[src/design/crc_pkg.sv]
// Shared constants, types and the divide-by-divisor digit step for the cycle ratio charger.
package crc_pkg;

  localparam int CountWidth    = 64;
  localparam int ClockDivisor  = 12;
  localparam int FallbackTicks = 8;

  localparam int AddrW     = 3;
  localparam int DigitW    = 16;
  localparam int NumDigits = 64 / DigitW;
  localparam int RemW      = $clog2(ClockDivisor + 1);
  localparam int StepW     = RemW + DigitW;

  localparam logic [63:0] CntMask    = (64'd1 << CountWidth) - 64'd1;
  localparam logic [63:0] FbTimeInc  = 64'(FallbackTicks);
  localparam logic [63:0] FbClockInc = 64'(FallbackTicks * ClockDivisor);
  localparam logic [31:0] RatioReset = 32'd12;

  // ceil(2^32 / divisor): exact quotient for any dividend below 2^24
  localparam logic [32:0] DivRecip =
    33'(((65'd1 << 32) + 65'(ClockDivisor) - 65'd1) / 65'(ClockDivisor));

  typedef struct packed {
    logic [DigitW-1:0] q;
    logic [RemW-1:0]   r;
  } div_step_t;

  // per-word sideband carried alongside the divider stages
  typedef struct packed {
    logic            fb;
    logic [63:0]     delta;
    logic            d_hi;
    logic [RemW-1:0] d_neg;
    logic            p_hi;
    logic [RemW-1:0] p_neg;
  } side_t;

  function automatic div_step_t div_step(input logic [RemW-1:0] rin,
                                         input logic [DigitW-1:0] dig);
    logic [StepW-1:0]    x;
    logic [StepW+32:0]   prod;
    logic [StepW-1:0]    qw;
    logic [StepW-1:0]    back;
    div_step_t           res;
    x    = {rin, dig};
    prod = (StepW + 33)'(x) * (StepW + 33)'(DivRecip);
    qw   = prod[32 +: StepW];
    back = StepW'(qw * StepW'(ClockDivisor));
    res.q = qw[DigitW-1:0];
    res.r = RemW'(x - back);
    return res;
  endfunction

endpackage

[src/design/crc_mul.sv]
// Two-stage 64x32 product, kept modulo 2^64.
module crc_mul (
  input  logic        clk,
  input  logic        en_a,
  input  logic        en_b,
  input  logic [63:0] delta,
  input  logic [31:0] ratio,
  output logic [63:0] prod
);
  import crc_pkg::*;

  logic [63:0] pl;
  logic [31:0] ph;

  always_ff @(posedge clk) begin
    if (en_a) begin
      pl <= 64'(delta[31:0]) * 64'(ratio);
      ph <= delta[63:32] * ratio;
    end
    if (en_b) begin
      prod <= pl + {ph, 32'b0};
    end
  end

endmodule

[config.mk]
export PLATFORM = sky130hd
export DESIGN_NAME = crc_mul
export DESIGN_NICKNAME = d
export VERILOG_FILES = /design/src/design/crc_pkg.sv /design/src/design/crc_mul.sv
export SDC_FILE = /design/constraint.sdc
export NUM_CORES = 2
export LEC_CHECK = 0
export ABC_AREA = 0
export BUFFER_PORTS_ARGS = -buffer_cell sky130_fd_sc_hd__clkbuf_2
export CAP_MARGIN = 30
export CORE_ASPECT_RATIO = 0.6
export CORE_MARGIN = 5
export CORE_UTILIZATION = 45
export DETAILED_ROUTE_END_ITERATION = 10
export MAX_ROUTING_LAYER = met4
export PLACE_DENSITY = 0.59
export SLEW_MARGIN = 15
export SYNTH_ARGS = -nofsm -noshare
export SYNTH_HDL_FRONTEND = slang
export SYNTH_SLANG_ARGS = --single-unit
[constraint.sdc]
create_clock -name clk -period 10.2 [get_ports clk]
set_input_delay 1.53 -clock clk [delete_from_list [all_inputs] [get_ports clk]]
set_output_delay 1.53 -clock clk [all_outputs]
set_load 0.05 [all_outputs]
==> impl_metrics.env <==
export IMPL_status="finished, final reports clean"
export IMPL_netlist_area_um2=55700
export IMPL_globalRouteMet1Util=0.408
export IMPL_rsz0062_at_grt="false"
export IMPL_post_cts_setup_buffers=0
export IMPL_multi_input_area_um2=44300
export IMPL_via_per_inst=5.25
export IMPL_routedWlPerCell_um=22.4
export IMPL_finalHoldViolations=0
export IMPL_async_reset_ff_frac=0
export IMPL_grt_use_met3=0.0677
export IMPL_synth_commonest_cells="inv_1 (1426), fa_1 (1305), nand2_1 (870)"
export IMPL_synth_nets=7829
export IMPL_synthDominantCellAreaShare=0.469
export IMPL_routed_wl_mm=172
export IMPL_die_h_um=283
export IMPL_cts_resized=0
export IMPL_die_area_um2=131000
export IMPL_final_nets=7832
export IMPL_crit_fanout=28
export IMPL_required_ps=10460
export IMPL_grt_use_met2=0.392
export IMPL_busiest_layer="met1"
export IMPL_grt_max_degree=59
export IMPL_cts_htree_levels=4
export IMPL_vias=40200
export IMPL_synth_cells=6008
export IMPL_fin_crit_ps=9580
export IMPL_grt_pass1_vias=42700
export IMPL_postCtsHoldBufs=0
export IMPL_fp_dieW_um=464
export IMPL_rows=100
export IMPL_hpwlAfterDp_mm=142
export IMPL_clock_fmax_ghz=0.104
export IMPL_antenna_found_initial=15
export IMPL_yosysWarnings=0
export IMPL_ys_types=74
export IMPL_worst_pin_slew_ps=929
export IMPL_slew_viol_final=0
export IMPL_antenna_left=0
export IMPL_yosysMostFrequentCell="inv_1"
export IMPL_clock_latency_ps=460
export IMPL_drv_cap=0
export IMPL_synth_top_cells_by_area="fa_1 (47%), inv_1 (9.6%), ha_1 (9.4%)"
export IMPL_cts_buffers=17
export IMPL_period_share=0.939
export IMPL_setup_violations=0
export IMPL_relSlewSlack=0.365
export IMPL_start_util=0.451
export IMPL_end_kind="flip-flop"
export IMPL_clock_sinks=160
export IMPL_ios=163
export IMPL_path_clk_slew_ps=80
export IMPL_synth_seq_cells=160
export IMPL_dr_pass1_iters=6
export IMPL_arrival_ps=9840
export IMPL_grt_first_pass_wirelength_mm=267
export IMPL_grt_use_total=0.278
export IMPL_tns_ps=0
export IMPL_register_area_um2=4800
export IMPL_clock_path_buffers=2
export IMPL_drc=0
export IMPL_cp_start_kind="input pin"
export IMPL_drive_above_1_share=0.0611
export IMPL_area_growth_pct=6.11
export IMPL_drt_iter0_drc=3562
export IMPL_skew_ps=26.3
export IMPL_crit_type="in2reg"
export IMPL_syn_area_per_cell_um2=9.27
export IMPL_holdCritPathClass="reg2reg"
export IMPL_cts_root_buf="clkbuf_16"
export IMPL_synth_seq_area_share=0.0863
export IMPL_nFillCells=11800
export IMPL_routabilityCongestion=0.937
export IMPL_synth_edf_count=160
export IMPL_yosysTopAreaCell="fa_1"
export IMPL_gr_total_overflow=0
export IMPL_core_area_um2=123000
export IMPL_ys_flop_type="edfxtp_1"
export IMPL_cts_tree="built"
export IMPL_io_buffers=162
-- sequential cells by signal, indices dropped and copies added, names as in the netlist --
| signal | cells |
|---|---|
| ph | 32 |
| pl | 64 |
| prod | 64 |
-- path summary, 6_finish.rpt --
path / end / cells past startpoint / slack [ps] / startpoint
worst max-delay path: pl[63] / 24 / 620 / ratio[13]
worst min register to register: prod[31] / 0 / 420 / pl[31]
worst max register to register: prod[62] / 13 / 6260 / pl[32]
worst min-delay path: prod[31] / 0 / 420 / pl[31]
-- per-stage QoR --
stage	hold slack (ps)	instance area [µm²]	worst slack, ps	std cells	utilization
3_3_place_gp	401	58500	240	7624	0.474
5_1_grt	431	59100	307	7666	0.479
4_1_cts	421	59100	667	7656	0.478
2_1_floorplan	400	55700	1330	6008	-
6_report	420	59100	621	7669	0.479
3_5_place_dp	406	58500	210	7624	0.474
-- kinds of logic after synthesis --
| family | after synthesis | synth area share |
|---|---|---|
| simple gates | 1852 | 0.164 |
| buf+inv | 1754 | 0.118 |
| fa+ha+maj | 1722 | 0.563 |
| compound gates | 355 | 0.0425 |
| xor+xnor | 163 | 0.0256 |
| flops | 160 | 0.0863 |
| mux | 2 | 0.000359 |
-- layout by cell type, fill, tap and decap left out, types with 111 or more instances in the layout --
cell type  synthesis  layout
inv_1           1426    1426
and2_1           750     750
a21oi_1          111     111
nand2_1          870     870
ha_1             417     417
edfxtp_1         160     160
buf_4              2     146
fa_1            1305    1305
xnor2_1          119     119
clkbuf_2           1     160
-- routing by layer --
layer / share of wire / wire, µm
met5: 0 / 0
met1: 0.46 / 79100
met3: 0.10 / 17200
met2: 0.42 / 72200
met4: 0.022 / 3710
-- final cells by class --
type,instances,share of cell area
antenna,13,0.000550
clock buffer,19,0.00732
clock inverter,13,0.00239
inverter,1427,0.0906
multi-input combinational,4094,0.749
sequential,160,0.0813
tap,1632,0.0345
timing repair buffer,311,0.0338
-- worst max-delay path, stage by stage --
cell and delay, ps:
clkbuf_2 670, buf_4 510, nand2_1 130, fa_1 500
inv_1 50, fa_1 470, inv_1 60, fa_1 510
fa_1 530, inv_1 80, fa_1 510, fa_1 490
inv_1 50, fa_1 530, inv_1 60, ha_1 270
ha_1 380, nand3_1 250, or3_1 450, o41a_4 510
o311ai_4 450, a41oi_2 250, o211a_1 270, a311oi_1 300
Power is left out: the tool's default activity adds up to more than one toggle a clock period on the data nets, which glitch-free logic cannot reach.
