**src/design/crc_pkg.sv**
```systemverilog
// Shared constants, types and the divide-by-divisor digit step for the cycle ratio charger.
package crc_pkg;

  localparam int CountWidth    = 64;
  localparam int ClockDivisor  = 12;
  localparam int FallbackTicks = 8;

  localparam int AddrW     = 3;
  localparam int DigitW    = 16;
  localparam int NumDigits = 64 / DigitW;
  localparam int RemW      = $clog2(ClockDivisor + 1);
  localparam int StepW     = RemW + DigitW;

  localparam logic [63:0] CntMask    = (64'd1 << CountWidth) - 64'd1;
  localparam logic [63:0] FbTimeInc  = 64'(FallbackTicks);
  localparam logic [63:0] FbClockInc = 64'(FallbackTicks * ClockDivisor);
  localparam logic [31:0] RatioReset = 32'd12;

  // ceil(2^32 / divisor): exact quotient for any dividend below 2^24
  localparam logic [32:0] DivRecip =
    33'(((65'd1 << 32) + 65'(ClockDivisor) - 65'd1) / 65'(ClockDivisor));

  typedef struct packed {
    logic [DigitW-1:0] q;
    logic [RemW-1:0]   r;
  } div_step_t;

  // per-word sideband carried alongside the divider stages
  typedef struct packed {
    logic            fb;
    logic [63:0]     delta;
    logic            d_hi;
    logic [RemW-1:0] d_neg;
    logic            p_hi;
    logic [RemW-1:0] p_neg;
  } side_t;

  function automatic div_step_t div_step(input logic [RemW-1:0] rin,
                                         input logic [DigitW-1:0] dig);
    logic [StepW-1:0]    x;
    logic [StepW+32:0]   prod;
    logic [StepW-1:0]    qw;
    logic [StepW-1:0]    back;
    div_step_t           res;
    x    = {rin, dig};
    prod = (StepW + 33)'(x) * (StepW + 33)'(DivRecip);
    qw   = prod[32 +: StepW];
    back = StepW'(qw * StepW'(ClockDivisor));
    res.q = qw[DigitW-1:0];
    res.r = RemW'(x - back);
    return res;
  endfunction

endpackage

```
**src/design/crc_delta.sv**
```systemverilog
// Sample stage: difference from the previous counter sample and mode decision.
module crc_delta (
  input  logic        clk,
  input  logic        rst,
  input  logic        take,
  input  logic [63:0] sample,
  input  logic        uniform_mode,
  output logic [63:0] delta,
  output logic        fb
);
  import crc_pkg::*;

  logic [63:0] prev_sample;
  logic [63:0] sample_m;
  logic [63:0] diff;

  assign sample_m = sample & CntMask;
  assign diff     = (sample_m - prev_sample) & CntMask;

  always_ff @(posedge clk) begin
    if (rst) begin
      prev_sample <= '0;
    end else if (take) begin
      prev_sample <= sample_m;
    end
  end

  always_ff @(posedge clk) begin
    if (take) begin
      delta <= diff;
      fb    <= (diff == '0) || uniform_mode;
    end
  end

endmodule

```
**config.mk**
```make
export PLATFORM = sky130hd
export DESIGN_NAME = crc_delta
export DESIGN_NICKNAME = d
export VERILOG_FILES = /design/src/design/crc_pkg.sv /design/src/design/crc_delta.sv
export SDC_FILE = /design/constraint.sdc
export NUM_CORES = 1
export LEC_CHECK = 0
export BUFFER_PORTS_ARGS = -buffer_cell sky130_fd_sc_hd__buf_2
export CORE_MARGIN = 10
export CORE_UTILIZATION = 50
export CTS_BUF_LIST = sky130_fd_sc_hd__clkbuf_8
export DETAILED_ROUTE_END_ITERATION = 10
export GPL_TIMING_DRIVEN = 0
export PLACE_DENSITY = 0.74
export SETUP_SLACK_MARGIN = 0.5
export SLEW_MARGIN = 30
export SYNTH_ARGS = -nofsm -noshare
export SYNTH_HDL_FRONTEND = slang
export SYNTH_SLANG_ARGS = --single-unit
export TNS_END_PERCENT = 50
```
**constraint.sdc**
```tcl
create_clock -name clk -period 4.7 [get_ports clk]
set_clock_uncertainty 0.1 [all_clocks]
set_input_delay 1.41 -clock clk [delete_from_list [all_inputs] [get_ports clk]]
set_output_delay 1.41 -clock clk [all_outputs]
set_load 0.02 [all_outputs]
```
==> results.json <==
{
  "status": "finished clean",
  "yosys_warnings": 0,
  "crit_fanout": 4,
  "synth.yosys.seq_area_share_pct": 35.49,
  "synth_edf_count": 65,
  "ys.flop_type": "edfxtp_1",
  "finalNetCount": 1365,
  "cts-hold-fix-buffers": 0,
  "clkTransAtPathRegs_ns": 0.08,
  "synth_cell_types": 76,
  "core.rowCount": 49,
  "drt_wl_total_microns": 26400,
  "area_growth_pct": 20.74,
  "crit_buf_inv": 4,
  "io_buffers": 131,
  "drt_iter0_markers": 790,
  "antenna_found_initial": 0,
  "cts_root_buf": "clkbuf_8",
  "grt_pass1_vias": 8334,
  "reg2reg_setup_slack_ns": 0.99,
  "critical-path-max-stage-delay_ns": 0.58,
  "rsz0062_at_grt": "true",
  "ir_worst_vdd_v": 0.0001884,
  "critPathMostFrequentCell": "buf_4",
  "fin_crit_sh_pct": 93.03,
  "critPathKind": "in -> reg",
  "placed_cell_area_sq_um": 10130,
  "layout_commonest_cell": "buf_2",
  "cts_tree": "yes",
  "crit_family": "simple AND/OR/NAND/NOR gates",
  "power_density_nw_per_um2": 317.3,
  "die_w_microns": 155.0,
  "final_core_util_pct": 61.22,
  "worst_pin_slew_ns": 1.021,
  "htree_num_levels": 4,
  "arrival_ns": 4.61,
  "viasPerCell": 5.844,
  "most-common-layout-cells": "buf_2 (135), nor2_1 (131), nand2_1 (93)",
  "clock_latency_ns": 0.48,
  "period_needed_ns": 4.372,
  "gp_congestion": 0.9247,
  "cp-start-kind": "primary input",
  "required_ns": 4.94,
  "start_util_pct": 50.71,
  "cp_cell_sequence": "buf_8, inv_4, ha_4, fa_2, nand2b_4, a21o_4, a211oi_4, buf_4, o21ai_4, buf_4, nand2_1, a21oi_2, xnor2_1, or4_4, nor4_4, o2111ai_2, o21bai_1",
  "r2r_start": "prev_sample[0]",
  "max_freq_mhz": 228.7,
  "grt_overflow": 0,
  "dieHeight_microns": 155.0,
  "first_pass_iters": 5,
  "min_from": "prev_sample[24]",
  "drc": 0,
  "worstHoldEndpoint": "prev_sample[24]",
  "diodes": 0,
  "drt-wirelength-per-cell_microns": 17.90,
  "async_flop_share_pct": 0,
  "cts_buffer_depth": 2,
  "drive_above_1_share_pct": 23.19,
  "min_path_type": "reg -> reg",
  "cp_slowest_cell": "or4_4",
  "grt_max_degree": 49,
  "min_path_cells": 2,
  "synth_area_per_cell_sq_um": 8.593,
  "ioPinCount": 133,
  "cts_buffers": 17,
  "grt_pass1_wl_microns": 41850,
  "ant_nets": 0,
  "syn_nets": 1192,
  "ys_ff_latch": 129,
  "clock-sinks": 129,
  "track_usage_pct": 21.23,
  "p_leak_nw": 4.513,
  "maxSlewViolCount": 0,
  "core_sq_um": 17960,
  "syn_inst": 1060,
  "stdcell_area_sq_um": 11000,
  "maxSlewHeadroom_pct": 31.92,
  "hold_violations": 0,
  "cp-end-kind": "flip-flop",
  "r2r_end": "fb",
  "vias": 8620,
  "synthTopCellsByArea": "edfxtp_1 (21%), dfxtp_1 (14%), ha_1 (8.7%)",
  "setup_viol": 0,
  "syn_area_sq_um": 9109,
  "die-area_sq_um": 24020,
  "maxCapViolCount": 0,
  "yosys.area.top_type": "edfxtp_1",
  "synth_top_area_share_pct": 21.43,
  "dp_hpwl_microns": 20390,
  "reg2reg_depth": 15
}
## state kept, by name, summed over array words and instances (netlist names)
name,cells
delta,64
fb,1
prev_sample,64
## layer usage
| metal | GRT usage (%) | vias up | part of all wire [%] |
|---|---|---|---|
| met5 | 0 | - | 0 |
| met4 | 8.502 | 0 | 2.7 |
| met3 | 4.411 | 49 | 7.7 |
| met2 | 32.97 | 367 | 44 |
| met1 | 28.17 | 4015 | 45 |
| li1 | - | 4189 | - |
## worst reg2reg max path, stage by stage, from the launching register on
cell	delay [ns]
dfxtp_1	0.35
ha_4	0.18
fa_2	0.39
nand2b_4	0.15
a21o_4	0.21
a211oi_4	0.22
buf_4	0.16
o21ai_4	0.09
buf_4	0.18
nand2_1	0.07
a21oi_2	0.06
xnor2_1	0.17
or4_4	0.58
nor4_4	0.34
o2111ai_2	0.17
o21bai_1	0.14
## report_power, final
group | switching (W) | internal (W) | leakage [nW]
registers | 0.0000381 | 0.00133 | 1.16
clock network | 0.000452 | 0.000403 | 0.186
logic | 0.000817 | 0.000446 | 3.16
total | 0.00131 | 0.00218 | 4.51
## per-stage QoR
step	power, W	TNS, ns	std cells	setup WS (ns)	hold WS (ns)
CTS	0.003470	0	1471	0.3787	0.3984
global route	0.003663	0	1475	0.2121	0.4232
global placement	0.002529	-0.7521	1420	-0.5547	0.3733
detailed placement	0.002548	-0.6420	1421	-0.5339	0.3792
floorplan	0.002190	0	1060	0.3411	0.3604
finish	0.003489	0	1475	0.3278	0.3902
## cell usage after synthesis, drive strengths merged, types with 21 or more instances
cell / number
xnor2: 28
inv: 78
nor3: 22
nor2: 132
dfxtp: 64
o21ai: 59
a21oi: 103
mux2i: 64
edfxtp: 65
nand2: 95
clkbuf: 30
nand3: 21
ha: 63
## area by class of cell
type / instances / area (sq um)
sequential: 129 / 3233
clock buffer: 17 / 234.0
fill: 1594 / 6965
multi-input combinational: 815 / 5796
clock inverter: 15 / 107.6
buffer: 38 / 177.7
timing repair buffer: 154 / 868.3
tap: 229 / 286.5
inverter: 78 / 295.3
## cells by family after synthesis
family	synth area share (%)
buffers and inverters	5.027
DFF	35.49
muxes	7.527
AOI/OAI and AO/OA	19.22
adders and majority gates	8.874
xor gates and xnor gates	4.519
and+or+nand+nor	19.34
## worst max-delay path by stage
stage / depth (start not counted) / to / start / slack, ns
3_5_place_dp: 13 / fb / sample[6] / -0.53
4_1_cts: 18 / fb / sample[0] / 0.38
6_report: 17 / fb / sample[0] / 0.33
3_3_place_gp: 13 / fb / sample[6] / -0.55
2_1_floorplan: 14 / fb / sample[0] / 0.34
5_1_grt: 14 / fb / sample[15] / 0.21
## what timing repair did
action,in CTS,in global routing
buffers inserted,18,4
gates resized for setup,70,25
pin swaps,21,7
endpoints found under the hold margin,0,0
endpoints found under the setup margin,2,3
Power figures use the tool's default switching activity.
