==> src/design/crc_pkg.sv <==
// Shared constants, types and the divide-by-divisor digit step for the cycle ratio charger.
package crc_pkg;

  localparam int CountWidth    = 64;
  localparam int ClockDivisor  = 12;
  localparam int FallbackTicks = 8;

  localparam int AddrW     = 3;
  localparam int DigitW    = 16;
  localparam int NumDigits = 64 / DigitW;
  localparam int RemW      = $clog2(ClockDivisor + 1);
  localparam int StepW     = RemW + DigitW;

  localparam logic [63:0] CntMask    = (64'd1 << CountWidth) - 64'd1;
  localparam logic [63:0] FbTimeInc  = 64'(FallbackTicks);
  localparam logic [63:0] FbClockInc = 64'(FallbackTicks * ClockDivisor);
  localparam logic [31:0] RatioReset = 32'd12;

  // ceil(2^32 / divisor): exact quotient for any dividend below 2^24
  localparam logic [32:0] DivRecip =
    33'(((65'd1 << 32) + 65'(ClockDivisor) - 65'd1) / 65'(ClockDivisor));

  typedef struct packed {
    logic [DigitW-1:0] q;
    logic [RemW-1:0]   r;
  } div_step_t;

  // per-word sideband carried alongside the divider stages
  typedef struct packed {
    logic            fb;
    logic [63:0]     delta;
    logic            d_hi;
    logic [RemW-1:0] d_neg;
    logic            p_hi;
    logic [RemW-1:0] p_neg;
  } side_t;

  function automatic div_step_t div_step(input logic [RemW-1:0] rin,
                                         input logic [DigitW-1:0] dig);
    logic [StepW-1:0]    x;
    logic [StepW+32:0]   prod;
    logic [StepW-1:0]    qw;
    logic [StepW-1:0]    back;
    div_step_t           res;
    x    = {rin, dig};
    prod = (StepW + 33)'(x) * (StepW + 33)'(DivRecip);
    qw   = prod[32 +: StepW];
    back = StepW'(qw * StepW'(ClockDivisor));
    res.q = qw[DigitW-1:0];
    res.r = RemW'(x - back);
    return res;
  endfunction

endpackage

==> src/design/crc_accum.sv <==
// Charge accumulation: residue carry, time base and device clock state, result register.
module crc_accum (
  input  logic                     clk,
  input  logic                     rst,
  input  logic                     take,
  input  crc_pkg::side_t           side,
  input  logic [63:0]              dq,
  input  logic [crc_pkg::RemW-1:0] dr,
  input  logic [63:0]              pq,
  input  logic [crc_pkg::RemW-1:0] pr,
  input  logic [31:0]              ratio,
  output logic                     derived_flag,
  output logic [31:0]              dsp_charge,
  output logic [31:0]              audio_cycles,
  output logic [63:0]              time_base_now,
  output logic [63:0]              device_clock_now
);
  import crc_pkg::*;

  typedef struct packed {
    logic            wrap;
    logic            carry;
    logic [RemW-1:0] rem;
  } fold_t;

  // (q*d + qr + rs) / d, with the sum wrapping at 64 bits
  function automatic fold_t fold(input logic [RemW-1:0] qr, input logic hi,
                                 input logic [RemW-1:0] neg, input logic [RemW-1:0] rs);
    logic [RemW:0] sum;
    fold_t         f;
    sum = {1'b0, qr} + {1'b0, rs};
    f.wrap  = 1'b0;
    f.carry = 1'b0;
    f.rem   = sum[RemW-1:0];
    if (hi && (rs >= neg)) begin
      f.wrap = 1'b1;
      f.rem  = rs - neg;
    end else if (sum >= (RemW + 1)'(ClockDivisor)) begin
      f.carry = 1'b1;
      f.rem   = RemW'(sum - (RemW + 1)'(ClockDivisor));
    end
    return f;
  endfunction

  logic [63:0]     time_base;
  logic [RemW-1:0] time_base_residue;
  logic [RemW-1:0] dsp_residue;
  logic [63:0]     device_clock;

  logic [63:0]     time_base_next;
  logic [RemW-1:0] time_base_residue_next;
  logic [RemW-1:0] dsp_residue_next;
  logic [63:0]     device_clock_next;
  logic [31:0]     dsp_next;
  logic [63:0]     pquot;
  logic [63:0]     tb_add;
  fold_t           tf;
  fold_t           pf;

  always_comb begin
    tf     = fold(dr, side.d_hi, side.d_neg, time_base_residue);
    pf     = fold(pr, side.p_hi, side.p_neg, dsp_residue);
    tb_add = tf.wrap ? '0 : dq;
    pquot  = pf.wrap ? '0 : (pq + 64'(pf.carry));
    if (side.fb) begin
      time_base_next         = time_base + FbTimeInc;
      device_clock_next      = device_clock + FbClockInc;
      time_base_residue_next = time_base_residue;
      dsp_residue_next       = dsp_residue;
      dsp_next               = ratio;
    end else begin
      time_base_next         = time_base + tb_add + 64'(tf.carry && !tf.wrap);
      device_clock_next      = device_clock + side.delta;
      time_base_residue_next = tf.rem;
      dsp_residue_next       = pf.rem;
      dsp_next               = pquot[31:0];
    end
  end

  always_ff @(posedge clk) begin
    if (rst) begin
      time_base         <= '0;
      time_base_residue <= '0;
      dsp_residue       <= '0;
      device_clock      <= '0;
    end else if (take) begin
      time_base         <= time_base_next;
      time_base_residue <= time_base_residue_next;
      dsp_residue       <= dsp_residue_next;
      device_clock      <= device_clock_next;
    end
  end

  always_ff @(posedge clk) begin
    if (take) begin
      derived_flag     <= !side.fb;
      dsp_charge       <= dsp_next;
      audio_cycles     <= side.fb ? '0 : side.delta[31:0];
      time_base_now    <= time_base_next;
      device_clock_now <= device_clock_next;
    end
  end

endmodule

==> config.mk <==
export PLATFORM = sky130hd
export DESIGN_NAME = crc_accum
export DESIGN_NICKNAME = d
export VERILOG_FILES = /design/src/design/crc_pkg.sv /design/src/design/crc_accum.sv
export SDC_FILE = /design/constraint.sdc
export NUM_CORES = 1
export LEC_CHECK = 0
export BUFFER_PORTS_ARGS = -buffer_cell sky130_fd_sc_hd__buf_4
export CAP_MARGIN = 20
export CORE_ASPECT_RATIO = 1.1
export CORE_MARGIN = 2
export CORE_UTILIZATION = 40
export CTS_CLUSTER_SIZE = 20
export DETAILED_ROUTE_END_ITERATION = 10
export PLACE_DENSITY = 0.68
export SYNTH_ARGS = -nofsm -noshare
export SYNTH_HDL_FRONTEND = slang
export SYNTH_SLANG_ARGS = --single-unit
==> constraint.sdc <==
create_clock -name clk -period 5.9 [get_ports clk]
set_input_delay 0.295 -clock clk [delete_from_list [all_inputs] [get_ports clk]]
set_output_delay 0.295 -clock clk [all_outputs]
set_load 0.01 [all_outputs]
==> flow_summary.ini, run 1 <==
[status]
run_status = finished, final reports clean

[global_routing]
antenna_found_initial = 1
gr-total-overflow = 0
grt_pass1_wl_mm = 120
grt_max_degree = 93
grt_use_total = 0.241
grt_pass1_vias = 21822

[logic_synthesis]
ys_types = 80
avgSynthCellArea_um2 = 8.44
syn_area_um2 = 24400
ys_seq_area_frac = 0.348
synth_edf_count = 193
synth_area_leaders = edfxtp_1 (24%), dfxtp_1 (11%), ha_1 (7.5%)
yosysWarnings = 0
yosysMostFrequentCell = nand2_1
syn-num-nets = 3295
synth_top_flop_cell = edfxtp_1
synth_top_area_frac = 0.237
yosys-top-cells-count = nand2_1 (325), nor2_1 (273), a21oi_1 (243), edfxtp_1 (193), o21ai_0 (190)
yosysTopAreaCell = edfxtp_1
postSynthCellCount = 2895
ys_ff_latch = 329
async_flop_share = 0

[power]
power.density_nw_per_um2 = 266
p_leak_nw = 12.6
ir_drop_mv = 0.195

[floorplanning]
initial_utilization = 0.402
ios = 439
core_um2 = 60700
dieArea_um2 = 63100
fp.dieW_um = 240
rows = 95
die_h_um = 263

[cells_and_area]
seq_area_um2 = 8520
multi_input_area_um2 = 15000
stdcell_area_um2 = 29900
post-route-util = 0.492
drive_gt1_frac = 0.165
num-nets-final = 3649
syn_to_final_growth_pct = 22.3
stdcell_count = 4105
fillers = 5876

[placement]
place_hpwl_mm = 58.2
place_area_um2 = 28200
place.gp.congestion = 0.944
dp_cells = 4003
pre_cts_slack_ps = 403
port_buffers = 406

[cts]
clk_latency_ps = 580
cts_buffers = 39
cts_tree = done
clockBufferDepth = 3
cts_root_buf = clkbuf_16
clock_sinks = 329
clk_pin_slew_ps = 60
ctsResizeCount = 0
h-tree-depth = 2

[worst_setup_path]
critPathCaptureType = flop
cp_data_required_time_ps = 6360
cp_max_fo = 4
startpoint = time_base_residue[0]
r2r-start = time_base_residue[0]
critical_path_class = reg2reg
cp_data_arrival_time_ps = 5930
critPathLaunchType = flop
path_cells = ha_1 -> inv_1 -> fa_1 -> xnor2_1 -> ha_1 -> nand3b_1 -> nand4_1 -> nand2_1 -> fa_1 -> inv_1 -> fa_1 -> a21o_1 -> a311o_1 -> a211oi_1 -> o21ai_0 -> a22oi_1 -> a31oi_1 -> nand4_1 -> a211oi_1 -> a31oi_1 -> a311oi_1
cp_slowest_stage_delay_ps = 660
cp_slowest_cell = a31oi_1
r2r_setup_slack_ps = 420
worst_path_most_repeated_cell = fa_1

[run]
cap_violations = 0

[sta]
max_slew_margin = 0.301
setup-tns-final_ps = 0
worstMarginPinSlew_ps = 1050
fin_ws_ps = 424
hold_viol = 0
min_period_over_period = 0.928
finalSetupViolations = 0
fin_skew_ps = 26.1
fmax_mhz = 183
rsz0062_at_grt = false
maxSlewViolCount = 0
period_needed_ps = 5480

[routing]
wl_met2_mm = 38.4
wl_met3_mm = 4.07
first_pass_iters = 7
ant_nets = 0
wire_per_inst_um = 19.0
num_vias = 22500
vias_per_cell = 5.48
wl_mm = 78.0
drtIter0Drc = 1351
drc_errors = 0
highest_layer = met4
wl_met1_mm = 32.0

[hold_path]
hp-class = in2reg
hp-start = ratio[8]
==> per-stage QoR <==
| step | hold slack (ps) | total power, W |
|---|---|---|
| finish | 28.8 | 0.00794 |
| global route | 6.31 | 0.00837 |
| CTS | 0.910 | 0.00801 |
| detailed placement | 472 | 0.00527 |
| global placement | 459 | 0.00526 |
| floorplan | 407 | 0.00442 |
==> registers in the layout (all words and copies together) (netlist names) <==
signal             cells
audio_cycles          32
derived_flag           1
device_clock          64
device_clock_now      64
time_base_residue      4
dsp_charge            32
time_base_now         64
time_base             64
dsp_residue            4
==> layer usage <==
layer | GRT usage | up-vias
li1 | - | 11154
met1 | 0.289 | 10516
met2 | 0.423 | 658
met3 | 0.0358 | 172
met4 | 0.106 | 0
met5 | 0 | -
==> area by class of cell <==
class                      count  share of cell area
antenna                        1           0.0000837
clock buffer                  48              0.0348
clock inverter                24              0.0120
inverter                      85              0.0107
multi-input combinational   2333               0.503
sequential                   329               0.285
tap                          824              0.0345
timing repair buffer         461               0.120
==> kinds of logic after synthesis <==
family | after synthesis | synth area share
AO/OA/AOI/OAI | 770 | 0.198
XOR/XNOR | 262 | 0.0939
adder cells (fa/ha/maj) | 154 | 0.0810
buffers and inverters | 233 | 0.0368
flip-flops | 329 | 0.348
multiplexers | 76 | 0.0317
AND/OR/NAND/NOR | 1071 | 0.211
==> power breakdown <==
part / switching (W) / internal (W)
Clock: 0.00106 / 0.00162
Combinational: 0.00135 / 0.00101
Sequential: 0.000186 / 0.00272
Total: 0.00259 / 0.00535
==> critical path, delay by kind of cell, from the launching register on <==
kind | cells | cell delay (ps)
compound gates | 9 | 2520
flops | 1 | 330
simple gates | 4 | 570
xor+xnor | 1 | 260
buf+inv | 2 | 170
fa+ha+maj | 5 | 1490
==> placed cells by master, fill, tap and decap left out, types with 76 or more instances in the layout <==
cell type / n
a21oi_1: 243
and2_1: 76
buf_4: 428
dfxtp_1: 136
edfxtp_1: 193
ha_1: 147
inv_1: 84
nand2_1: 325
nor2_1: 271
o21ai_0: 190
xnor2_1: 144
xor2_1: 118
==> timing repair <==
action | in CTS | in global routing
endpoints found under the hold margin | 29 | 0
buffers inserted | 0 | 0
hold buffers | 29 | 0
==> path summary, 6_finish.rpt <==
check / cells after the start / endpoint
worst max-delay path: 21 / time_base[56]
worst min-delay path: 3 / dsp_charge[8]
worst max register to register: 21 / time_base[56]
worst min register to register: 2 / device_clock[0]
Power figures use the tool's default switching activity.
==> run 2, diff against run 1 <==
--- a/config.mk
+++ b/config.mk
@@ -12,6 +12,7 @@
 export CORE_UTILIZATION = 40
 export CTS_CLUSTER_SIZE = 20
 export DETAILED_ROUTE_END_ITERATION = 10
+export HOLD_SLACK_MARGIN = 0.05
 export PLACE_DENSITY = 0.68
 export SYNTH_ARGS = -nofsm -noshare
 export SYNTH_HDL_FRONTEND = slang
==> flow_summary.ini, run 2 (synthesis gave the netlist of run 1 again) <==
[power]
ir_drop_mv = 0.195
p_leak_nw = 12.7
power.density_nw_per_um2 = 263

[worst_setup_path]
cp_data_arrival_time_ps = 5930
worst_path_most_repeated_cell = fa_1
cp_max_fo = 4
cp_top_family = compound AO/OA/AOI/OAI gates
cp_slowest_cell = a31oi_1
cp_slowest_stage_delay_ps = 640
cp_num_buf_inv = 2
critPathLaunchType = flop
critPathCaptureType = flop
critical_path_class = reg2reg
path_cells = ha_1 -> inv_1 -> fa_1 -> xnor2_1 -> ha_1 -> nand3b_1 -> nand4_1 -> nand2_1 -> fa_1 -> inv_1 -> fa_1 -> a21o_1 -> a311o_1 -> a211oi_1 -> o21ai_0 -> a22oi_1 -> a31oi_1 -> nand4_1 -> a211oi_1 -> a31oi_1 -> a311oi_1
cp_data_required_time_ps = 6360

[floorplanning]
dieArea_um2 = 63100
core_um2 = 60700
initial_utilization = 0.402
ios = 439
rows = 95
fp.dieW_um = 240
die_h_um = 263

[sta]
fmax_mhz = 183
max_slew_margin = 0.295
fin_skew_ps = 27.8
setup-tns-final_ps = 0
min_period_over_period = 0.927
hold_viol = 0
finalSetupViolations = 0
period_needed_ps = 5470
rsz0062_at_grt = false
maxSlewViolCount = 0
worstMarginPinSlew_ps = 1060

[cts]
clk_latency_ps = 590
cts_setup_buffers = 0
holdBufCountCts = 62
clockBufferDepth = 3
h-tree-depth = 2
cts_tree = done
ctsResizeCount = 0
cts_root_buf = clkbuf_16
clk_pin_slew_ps = 60
cts_buffers = 39
clock_sinks = 329

[hold_path]
hp-class = in2reg

[run]
cap_violations = 0

[routing]
num_vias = 22601
ant_nets = 0
first_pass_iters = 8
wl_mm = 78.6
vias_per_cell = 5.46
drc_errors = 0
wire_per_inst_um = 19.0
drtIter0Drc = 1308

[cells_and_area]
fillers = 5839
multi_input_area_um2 = 15000
stdcell_area_um2 = 30200
final_common_cell = buf_4
num-nets-final = 3682
syn_to_final_growth_pct = 23.6
most-common-layout-cells = buf_4 (428), nand2_1 (325), nor2_1 (271)
seq_area_um2 = 8520
drive_gt1_frac = 0.163

[placement]
port_buffers = 406
place.gp.congestion = 0.944
place_area_um2 = 28200
place_hpwl_mm = 58.2

[global_routing]
grt_use_total = 0.243
gr-total-overflow = 0
antenna_found_initial = 1
grt_pass1_wl_mm = 121
grt_pass1_vias = 22015
grt_max_degree = 93

[status]
run_status = finished, final reports clean
-- run 2: changes by cell type in the layout (fill, tap and decap cells not counted) --
cell,before,now
dlygate4sd3_1,29,62
-- run 2: layout make-up --
type                    instances  area share
multi-input cells            2333       0.498
flip-flops and latches        329       0.282
repair buffers                494       0.129
clock buffers                  48      0.0344
well taps                     824      0.0341
clock inverters                24      0.0118
inverters                      85      0.0106
diodes                          1   0.0000828
-- run 2: worst paths after layout --
| check | start | end | slack (ps) | depth (start not counted) |
|---|---|---|---|---|
| setup / recovery | time_base_residue[0] | time_base[56] | 430 | 21 |
| hold reg to reg | time_base[38] | time_base[38] | 480 | 2 |
| hold / removal | side[30] | audio_cycles[20] | 70 | 2 |
| setup reg to reg | time_base_residue[0] | time_base[56] | 430 | 21 |
-- run 2: where the power goes --
part | switching [W] | internal (W)
logic | 0.00135 | 0.00102
registers | 0.000186 | 0.00272
clock network | 0.00106 | 0.00162
-- run 2: routing by layer --
metal,GRT usage,wire (um)
met2,0.428,38800
met5,0,0
met3,0.0366,4120
met1,0.290,32100
met4,0.107,3590
-- run 2: worst register-to-register path, cell delays in order, from the launching register on --
cell      delay (ps)
dfxtp_1          330
ha_1             170
inv_1             60
fa_1             430
xnor2_1          260
ha_1             190
nand3b_1          80
nand4_1          160
nand2_1          100
fa_1             490
inv_1            110
fa_1             210
a21o_1           160
a311o_1          250
a211oi_1         100
o21ai_0          420
a22oi_1          300
a31oi_1          640
nand4_1          230
a211oi_1         280
a31oi_1           80
a311oi_1         300
-- run 2: stage by stage --
stage	utilization	std cells	total power [W]	hold WS, ps	setup slack, ps
floorplan	-	2895	0.00442	407	1410
global placement	0.464	4003	0.00526	459	470
detailed placement	0.464	4003	0.00527	472	403
CTS	0.498	4137	0.00802	52.7	423
global route	0.498	4138	0.00839	57.1	120
finish	0.498	4138	0.00796	66.0	430
