`src/design/crc_pkg.sv`:
```
// Shared constants, types and the divide-by-divisor digit step for the cycle ratio charger.
package crc_pkg;

  localparam int CountWidth    = 64;
  localparam int ClockDivisor  = 12;
  localparam int FallbackTicks = 8;

  localparam int AddrW     = 3;
  localparam int DigitW    = 16;
  localparam int NumDigits = 64 / DigitW;
  localparam int RemW      = $clog2(ClockDivisor + 1);
  localparam int StepW     = RemW + DigitW;

  localparam logic [63:0] CntMask    = (64'd1 << CountWidth) - 64'd1;
  localparam logic [63:0] FbTimeInc  = 64'(FallbackTicks);
  localparam logic [63:0] FbClockInc = 64'(FallbackTicks * ClockDivisor);
  localparam logic [31:0] RatioReset = 32'd12;

  // ceil(2^32 / divisor): exact quotient for any dividend below 2^24
  localparam logic [32:0] DivRecip =
    33'(((65'd1 << 32) + 65'(ClockDivisor) - 65'd1) / 65'(ClockDivisor));

  typedef struct packed {
    logic [DigitW-1:0] q;
    logic [RemW-1:0]   r;
  } div_step_t;

  // per-word sideband carried alongside the divider stages
  typedef struct packed {
    logic            fb;
    logic [63:0]     delta;
    logic            d_hi;
    logic [RemW-1:0] d_neg;
    logic            p_hi;
    logic [RemW-1:0] p_neg;
  } side_t;

  function automatic div_step_t div_step(input logic [RemW-1:0] rin,
                                         input logic [DigitW-1:0] dig);
    logic [StepW-1:0]    x;
    logic [StepW+32:0]   prod;
    logic [StepW-1:0]    qw;
    logic [StepW-1:0]    back;
    div_step_t           res;
    x    = {rin, dig};
    prod = (StepW + 33)'(x) * (StepW + 33)'(DivRecip);
    qw   = prod[32 +: StepW];
    back = StepW'(qw * StepW'(ClockDivisor));
    res.q = qw[DigitW-1:0];
    res.r = RemW'(x - back);
    return res;
  endfunction

endpackage

```
`src/design/crc_div.sv`:
```
// Pipelined long division of a 64-bit word by the clock divisor, one 16-bit digit per stage.
module crc_div (
  input  logic                       clk,
  input  logic [crc_pkg::NumDigits-1:0] en,
  input  logic [63:0]                x,
  output logic [63:0]                q,
  output logic [crc_pkg::RemW-1:0]   r
);
  import crc_pkg::*;

  logic [RemW-1:0] rem_s  [NumDigits];
  logic [63:0]     quo_s  [NumDigits];
  logic [63:0]     num_s  [NumDigits];
  logic [RemW-1:0] rin    [NumDigits];
  logic [63:0]     qin    [NumDigits];
  logic [63:0]     nin    [NumDigits];
  logic [63:0]     qnew   [NumDigits];
  div_step_t       step   [NumDigits];

  always_comb begin
    for (int j = 0; j < NumDigits; j++) begin
      if (j == 0) begin
        rin[j] = '0;
        qin[j] = '0;
        nin[j] = x;
      end else begin
        rin[j] = rem_s[j-1];
        qin[j] = quo_s[j-1];
        nin[j] = num_s[j-1];
      end
      step[j] = div_step(rin[j], nin[j][(NumDigits-1-j)*DigitW +: DigitW]);
      qnew[j] = qin[j];
      qnew[j][(NumDigits-1-j)*DigitW +: DigitW] = step[j].q;
    end
  end

  always_ff @(posedge clk) begin
    for (int j = 0; j < NumDigits; j++) begin
      if (en[j]) begin
        rem_s[j] <= step[j].r;
        quo_s[j] <= qnew[j];
        num_s[j] <= nin[j];
      end
    end
  end

  assign q = quo_s[NumDigits-1];
  assign r = rem_s[NumDigits-1];

endmodule

```
`config.mk`:
```
export PLATFORM = sky130hd
export DESIGN_NAME = crc_div
export DESIGN_NICKNAME = d
export VERILOG_FILES = /design/src/design/crc_pkg.sv /design/src/design/crc_div.sv
export SDC_FILE = /design/constraint.sdc
export NUM_CORES = 1
export LEC_CHECK = 0
export ABC_AREA = 1
export BUFFER_PORTS_ARGS = -buffer_cell sky130_fd_sc_hd__buf_4
export CAP_MARGIN = 0
export CORE_MARGIN = 2
export CORE_UTILIZATION = 43
export CTS_CLUSTER_SIZE = 40
export DETAILED_ROUTE_END_ITERATION = 10
export SLEW_MARGIN = 20
export SYNTH_ARGS = -nofsm -noshare
export SYNTH_HDL_FRONTEND = slang
export SYNTH_SLANG_ARGS = --single-unit
```
`constraint.sdc`:
```
create_clock -name clk -period 13.05 [get_ports clk]
set_input_delay 1.305 -clock clk [delete_from_list [all_inputs] [get_ports clk]]
set_output_delay 1.305 -clock clk [all_outputs]
set_load 0.05 [all_outputs]
```
==> results of run 1 <==
[worst register-to-register path: cells and delay by family, from the launching register on]
family	cells	cell delay, ps
adders and majority gates	9	3920
and+or+nand+nor	9	830
buffers and inverters	7	690
DFF	1	540
AOI/OAI and AO/OA	2	440
xor gates and xnor gates	1	140
[state kept, by name, summed over array words and instances (netlist names)]
signal and cells:
num_s 102, quo_s 148, rem_s 10
[placed cells by master, fill, tap and decap left out, types with 3 or more instances in the layout]
cell | netlist | final
xor2_1 | 49 | 49
nand2_1 | 556 | 556
clkinv_4 | 0 | 3
nor2_1 | 257 | 257
nand3_2 | 3 | 3
nor4_1 | 5 | 5
a21oi_1 | 187 | 187
o21ai_0 | 109 | 109
inv_1 | 1022 | 1022
o21a_1 | 4 | 4
nor3_1 | 38 | 38
edfxtp_1 | 260 | 260
o21bai_1 | 29 | 29
fa_1 | 450 | 450
o21ai_1 | 5 | 5
a21oi_2 | 4 | 4
inv_6 | 0 | 3
nand3_1 | 111 | 111
clkinv_1 | 0 | 5
conb_1 | 1 | 3
inv_2 | 6 | 6
xnor2_1 | 10 | 10
nand3b_1 | 4 | 4
clkbuf_16 | 0 | 31
and3_1 | 3 | 3
clkbuf_1 | 0 | 6
a21boi_0 | 6 | 6
nand2_2 | 9 | 9
a21o_1 | 16 | 16
nand4_1 | 28 | 28
clkinv_2 | 1 | 4
a31oi_1 | 16 | 16
buf_4 | 3 | 136
o211ai_1 | 6 | 6
nor2_2 | 10 | 10
ha_1 | 628 | 628
bufinv_16 | 0 | 3
[worst paths after layout]
path | to | cells past startpoint
setup / recovery | rem_s[1][3] | 28
hold / removal | num_s[1][13] | 0
setup reg to reg | rem_s[1][3] | 28
hold reg to reg | num_s[1][13] | 0
[metal layers]
| metal | share of wire (%) | vias to the layer above | GRT usage [%] | routed length (um) |
|---|---|---|---|---|
| li1 | - | 12500 | - | - |
| met1 | 48 | 11800 | 28.9 | 41400 |
| met2 | 46 | 395 | 35.0 | 39600 |
| met3 | 4.5 | 85 | 3.14 | 3890 |
| met4 | 2.0 | 0 | 4.31 | 1760 |
| met5 | 0 | - | 0 | 0 |
[cells by family (layout without fill, tap and decap cells)]
| logic type | after synthesis | in the layout |
|---|---|---|
| and+or+nand+nor | 1035 | 1035 |
| DFF | 260 | 260 |
| other | 1 | 3 |
| AOI/OAI and AO/OA | 390 | 390 |
| buffers and inverters | 1032 | 1221 |
| xor gates and xnor gates | 59 | 59 |
| adders and majority gates | 1078 | 1078 |
[area by class of cell]
| type | instances | area [sq um] | share of cell area, % |
|---|---|---|---|
| Multi-Input combinational cell | 2565 | 23900 | 61.4 |
| Inverter | 1029 | 3860 | 9.93 |
| Clock inverter | 19 | 195 | 0.502 |
| Clock buffer | 37 | 798 | 2.05 |
| Timing Repair Buffer | 136 | 1020 | 2.62 |
| Sequential cell | 260 | 7810 | 20.1 |
| Tap cell | 1070 | 1340 | 3.44 |
[cells in the mapped netlist, drive strengths merged]
cell type | instances | area [sq um]
nor3 | 41 | 226
o31ai | 1 | 7.51
o21ai | 115 | 579
ha | 628 | 7860
nor4 | 7 | 56.3
nand2 | 567 | 2170
a21oi | 191 | 971
nor2 | 268 | 1040
a31oi | 16 | 100
a21boi | 6 | 45.0
or2 | 1 | 6.26
inv | 1028 | 3860
conb | 1 | 3.75
a21o | 16 | 120
o211ai | 6 | 45.0
and3 | 3 | 18.8
a31o | 1 | 8.76
edfxtp | 260 | 7810
fa | 450 | 9010
clkinv | 1 | 5.00
buf | 3 | 22.5
xor2 | 49 | 429
xnor2 | 10 | 87.6
nand3 | 114 | 586
o21a | 4 | 30.0
o21bai | 29 | 218
nand4 | 28 | 175
a211oi | 2 | 15.0
a221oi | 1 | 8.76
nand3b | 4 | 30.0
o32ai | 1 | 8.76
o22ai | 1 | 6.26
and2 | 2 | 15.0
[per-stage QoR]
step	hold slack (ps)	instance area [sq um]	setup WS, ps
after detailed placement	405	37900	6030
final	410	38900	6260
after CTS	412	38900	6230
after global placement	401	37900	6060
after floorplan	400	35600	6560
after global routing	421	38900	5860
==> results.sh, run 1 <==
export IMPL_outcome="finished clean"
export IMPL_critPathMostFrequentCell="nand2_1"
export IMPL_detail_route_antenna_nets=0
export IMPL_hold_viol_final=0
export IMPL_fin_util_pct=47.5
export IMPL_postCtsHoldBufs=0
export IMPL_antenna_found_initial=0
export IMPL_timing_final_crit_share_pct=52.0
export IMPL_ys_ff_latch=260
export IMPL_cts_buffers_inserted=31
export IMPL_synth_compound_area_share_pct=6.08
export IMPL_min_delay_start="num_s[0][13]"
export IMPL_setup_total_negative_slack_ps=0
export IMPL_skew_ps=35.6
export IMPL_criticalPathCategory="reg2reg"
export IMPL_die_w_um=292
export IMPL_grt_pass1_wl_mm=140
export IMPL_dieArea_sq_mm=0.0850
export IMPL_cts_tree="built"
export IMPL_cts_resized_gates=0
export IMPL_timing_rr_start="num_s[0][39]"
export IMPL_synth_top_family_by_area="adder cells"
export IMPL_post_cts_buffers=0
export IMPL_rsz0062_at_grt="no"
export IMPL_required_ps=13410
export IMPL_start_util_pct=43.4
export IMPL_wl_mm=86.6
export IMPL_path_delay_family="adder cells"
export IMPL_die_height_um=292
export IMPL_end_kind="flip-flop"
export IMPL_yosysWarnings=0
export IMPL_hold_path_class="reg2reg"
export IMPL_cts_sinks=260
export IMPL_clock_latency_ps=600
export IMPL_grt_overflow=0
export IMPL_syn2layout_area_growth_pct=9.39
export IMPL_grt_start_max_net_pins=66
export IMPL_yosys_cell_types_count=46
export IMPL_fmax_ghz=0.147
export IMPL_wl_per_cell_um=16.9
export IMPL_synthAdderAreaFrac_pct=47.4
export IMPL_finalCriticalPeriod_ps=6790
export IMPL_drt_iter0_markers=992
export IMPL_setup_viol=0
export IMPL_synth_avg_cell_area_sq_um=9.22
export IMPL_port_buffers=133
export IMPL_muxShareOfSynthArea_pct=0
export IMPL_dp_cells=5060
export IMPL_n_antenna_cell=0
export IMPL_r2r_slack_ps=6260
export IMPL_drv_cap=0
export IMPL_dp_final_hpwl_mm=76.3
export IMPL_clk_pin_slew_ps=60
export IMPL_cts_max_path_buffers=3
export IMPL_slowest_stage="fa_1"
export IMPL_arrival_ps=7150
export IMPL_fin_nets=5170
export IMPL_syn_cell_area_sq_mm=0.0356
export IMPL_fin_cells=5116
export IMPL_core_sq_mm=0.0820
export IMPL_path_buf_inv=7
export IMPL_tightest_slew_ps=1040
export IMPL_worstSetupStartpointType="flip-flop"
export IMPL_row_count=105
export IMPL_drtPass1Iterations=5
export IMPL_synth_xor_area_share_pct=1.45
export IMPL_place_congestion=0.949
export IMPL_fillers=8027
export IMPL_max_slew_margin_pct=30.6
export IMPL_via_count=24800
export IMPL_root_buffer="clkbuf_16"
export IMPL_yosys_area_share_simple_pct=12.1
export IMPL_syn_inst=3855
export IMPL_num_io_pins=137
export IMPL_crit_fanout=3
export IMPL_track_usage_pct=20.9
export IMPL_slowest_delay_ps=560
export IMPL_vias_per_cell=4.86
export IMPL_finalMaxSlewViolations=0
export IMPL_yosysSeqAreaShare_pct=22.0
export IMPL_drc_errors=0
export IMPL_grt_pass1_vias=26900
export IMPL_drive_gt1_share_pct=5.59
export IMPL_cts_htree_levels=1
export IMPL_critPathLaunch="num_s[0][39]"
Power of run 1 is left out: the tool's default activity adds up to more than one toggle a clock period on the data nets, which glitch-free logic cannot reach.
==> inputs of run 2 (changes only) <==
Settings changed: ABC_AREA 1 to 0.
Clock period 13.05 ns to 6 ns, I/O delays scaled along.
==> results.sh, run 2 <==
export IMPL_outcome="complete, but fails checks"
export IMPL_violations="setup timing"
export IMPL_num_io_pins=137
export IMPL_yosys_area_share_simple_pct=3.33
export IMPL_clock_latency_ps=620
export IMPL_biggestRegsByFlops="quo_s: 148 flops, num_s: 102 flops, rem_s: 10 flops"
export IMPL_timing_final_crit_share_pct=108
export IMPL_via_count=20400
export IMPL_detail_route_antenna_nets=0
export IMPL_synthDominantCellAreaShare_pct=28.9
export IMPL_synth_area_leaders="fa_1 (29%), ha_1 (25%), edfxtp_1 (25%)"
export IMPL_tightest_slew_ps=1030
export IMPL_yosys_cell_types_count=74
export IMPL_dieArea_sq_mm=0.0748
export IMPL_track_usage_pct=20.0
export IMPL_fillers=6217
export IMPL_slowest_stage="fa_2"
export IMPL_cts_sinks=260
export IMPL_skew_ps=39.3
export IMPL_final_common_cell="inv_1"
export IMPL_wl_per_cell_um=16.7
export IMPL_yosysSeqAreaShare_pct=25.0
export IMPL_drtPass1Iterations=4
export IMPL_pre_cts_slack_ps=-686
export IMPL_grt_pass1_wl_mm=119
export IMPL_drt_iter0_markers=677
export IMPL_root_buffer="clkbuf_16"
export IMPL_worstReg2RegEnd="quo_s[1][42]"
export IMPL_r2r_slack_ps=-490
export IMPL_max_slew_margin_pct=31.1
export IMPL_fin_nets=4413
export IMPL_synth_top_cells_by_count="inv_1 (763), ha_1 (628), fa_1 (450)"
export IMPL_synthAdderAreaFrac_pct=54.0
export IMPL_port_buffers=133
export IMPL_crit_cells=23
export IMPL_slowest_delay_ps=560
export IMPL_synth_top_family_by_area="adder cells"
export IMPL_antenna_found_initial=2
export IMPL_cts_max_path_buffers=3
export IMPL_critPathLaunch="num_s[0][39]"
export IMPL_muxShareOfSynthArea_pct=0
export IMPL_dp_final_hpwl_mm=61.3
export IMPL_row_count=98
export IMPL_synth_top_area_cell="fa_1"
export IMPL_die_height_um=273
export IMPL_largest_reg_flops=148
export IMPL_cts_htree_levels=1
export IMPL_regArea_sq_mm=0.00781
export IMPL_postCtsHoldBufs=0
export IMPL_syn2layout_area_growth_pct=25.2
export IMPL_arrival_ps=6820
export IMPL_hold_viol_final=0
export IMPL_multi_input_area_sq_mm=0.0217
export IMPL_worst_r2r_cell_count=23
export IMPL_top_register="quo_s"
export IMPL_ys_ff_latch=260
export IMPL_end_kind="flip-flop"
export IMPL_drc_errors=0
export IMPL_timing_rr_start="num_s[0][39]"
export IMPL_finalMaxSlewViolations=0
export IMPL_path_delay_family="adder cells"
export IMPL_synth_compound_area_share_pct=6.12
export IMPL_hold_path_class="in2reg"
export IMPL_crit_chain="ha_4 > fa_2 > inv_2 > buf_12 > fa_2 > inv_1 > fa_2 > fa_1 > inv_1 > fa_1 > inv_2 > fa_1 > ha_4 > nand2_1 > or2_1 > or3_4 > a221oi_4 > a211oi_4 > buf_4 > o31ai_4 > a21oi_2 > o21ai_2 > xor2_1"
export IMPL_synth_xor_area_share_pct=2.26
export IMPL_core_sq_mm=0.0717
export IMPL_drive_gt1_share_pct=27.2
export IMPL_synth_edf_count=260
export IMPL_grt_start_max_net_pins=66
export IMPL_yosysMostFrequentCell="inv_1"
export IMPL_finalCriticalPeriod_ps=6490
export IMPL_grt_overflow=0
export IMPL_synthFlopType="edfxtp_1"
export IMPL_syn_cell_area_sq_mm=0.0312
export IMPL_layout_common_cells="inv_1 (708), ha_1 (580), buf_4 (557)"
export IMPL_path_buf_inv=6
export IMPL_crit_fanout=3
export IMPL_grt_pass1_vias=23200
export IMPL_n_antenna_cell=0
export IMPL_synth_avg_cell_area_sq_um=11.8
export IMPL_hold_ws_ps=160
export IMPL_vias_per_cell=4.82
export IMPL_die_w_um=273
export IMPL_setup_viol=42
export IMPL_required_ps=6330
export IMPL_fmax_ghz=0.154
export IMPL_place_congestion=0.924
export IMPL_worstSetupStartpointType="flip-flop"
export IMPL_crit_end="quo_s[1][42]"
export IMPL_clk_pin_slew_ps=60
export IMPL_yosysWarnings=0
export IMPL_synthArstFlopShare_pct=0
export IMPL_cts_tree="built"
export IMPL_criticalPathCategory="reg2reg"
export IMPL_syn_inst=2655
export IMPL_start_util_pct=43.5
export IMPL_fin_ws_ps=-485
export IMPL_rsz0062_at_grt="yes"
export IMPL_cts_buffers_inserted=31
export IMPL_drv_cap=0
export IMPL_wl_mm=70.9
export IMPL_min_delay_start="x[34]"
run 2: cell count changes after synthesis, sizes merged, moves of 13 or more:
cell,before,now
nand2,567,46
inv,1028,763
nor2,268,41
a21oi,191,77
nand3,114,23
o21ai,115,45
xnor2,10,54
a21o,16,57
xor2,49,24
nor3,41,17
o21bai,29,6
and3,3,16
run 2: through the flow:
step / util [%] / instance area (sq um) / std cells / setup TNS [ps]
floorplan: - / 31600 / 2657 / -964
global placement: 51.4 / 36900 / 4153 / -16220
detailed placement: 51.4 / 36900 / 4153 / -20250
CTS: 54.1 / 38800 / 4236 / -11140
global route: 54.5 / 39100 / 4241 / -23360
finish: 54.5 / 39100 / 4241 / -13080
run 2: worst register-to-register path, cell delays in order, from the launching register on:
cell and delay [ps]:
edfxtp_1 430, ha_4 270, fa_2 560, inv_2 70, buf_12 120, fa_2 520, inv_1 60, fa_2 380
fa_1 510, inv_1 50, fa_1 500, inv_2 40, fa_1 510, ha_4 310, nand2_1 60, or2_1 220
or3_4 340, a221oi_4 420, a211oi_4 140, buf_4 160, o31ai_4 210, a21oi_2 120, o21ai_2 130, xor2_1 70
run 2: timing repair:
action	CTS	global route
setup endpoints to repair	48	55
buffers inserted	34	9
cloned	0	0
pin swaps	130	91
resized for setup	151	71
run 2: metal layers:
metal	GRT usage, %	wire length, um
met4	4.80	1810
met2	35.5	35200
met3	2.46	2710
met1	25.9	31200
met5	0	0
run 2: cell families after synthesis:
logic type	count (synthesis)
other	1
buffers and inverters	766
AOI/OAI and AO/OA	268
DFF	260
adders and majority gates	1078
and+or+nand+nor	203
xor gates and xnor gates	79
run 2: layout make-up:
class                      instances  area share [%]
multi-input combinational       1631            55.6
sequential                       260            20.0
timing repair buffer             579            11.4
inverter                         763            7.34
tap                              950            3.04
clock buffer                      33            2.00
clock inverter                    25           0.685
run 2: worst min-delay path by stage:
| stage | cells past startpoint | to | slack (ps) |
|---|---|---|---|
| detailed placement | 0 | quo_s[2][44] | 400 |
| global route | 1 | num_s[0][34] | 130 |
| global placement | 0 | quo_s[1][60] | 400 |
| floorplan | 0 | num_s[1][0] | 400 |
| finish | 1 | num_s[0][34] | 160 |
| CTS | 1 | num_s[0][34] | 120 |
Power of run 2 is left out for the same reason.
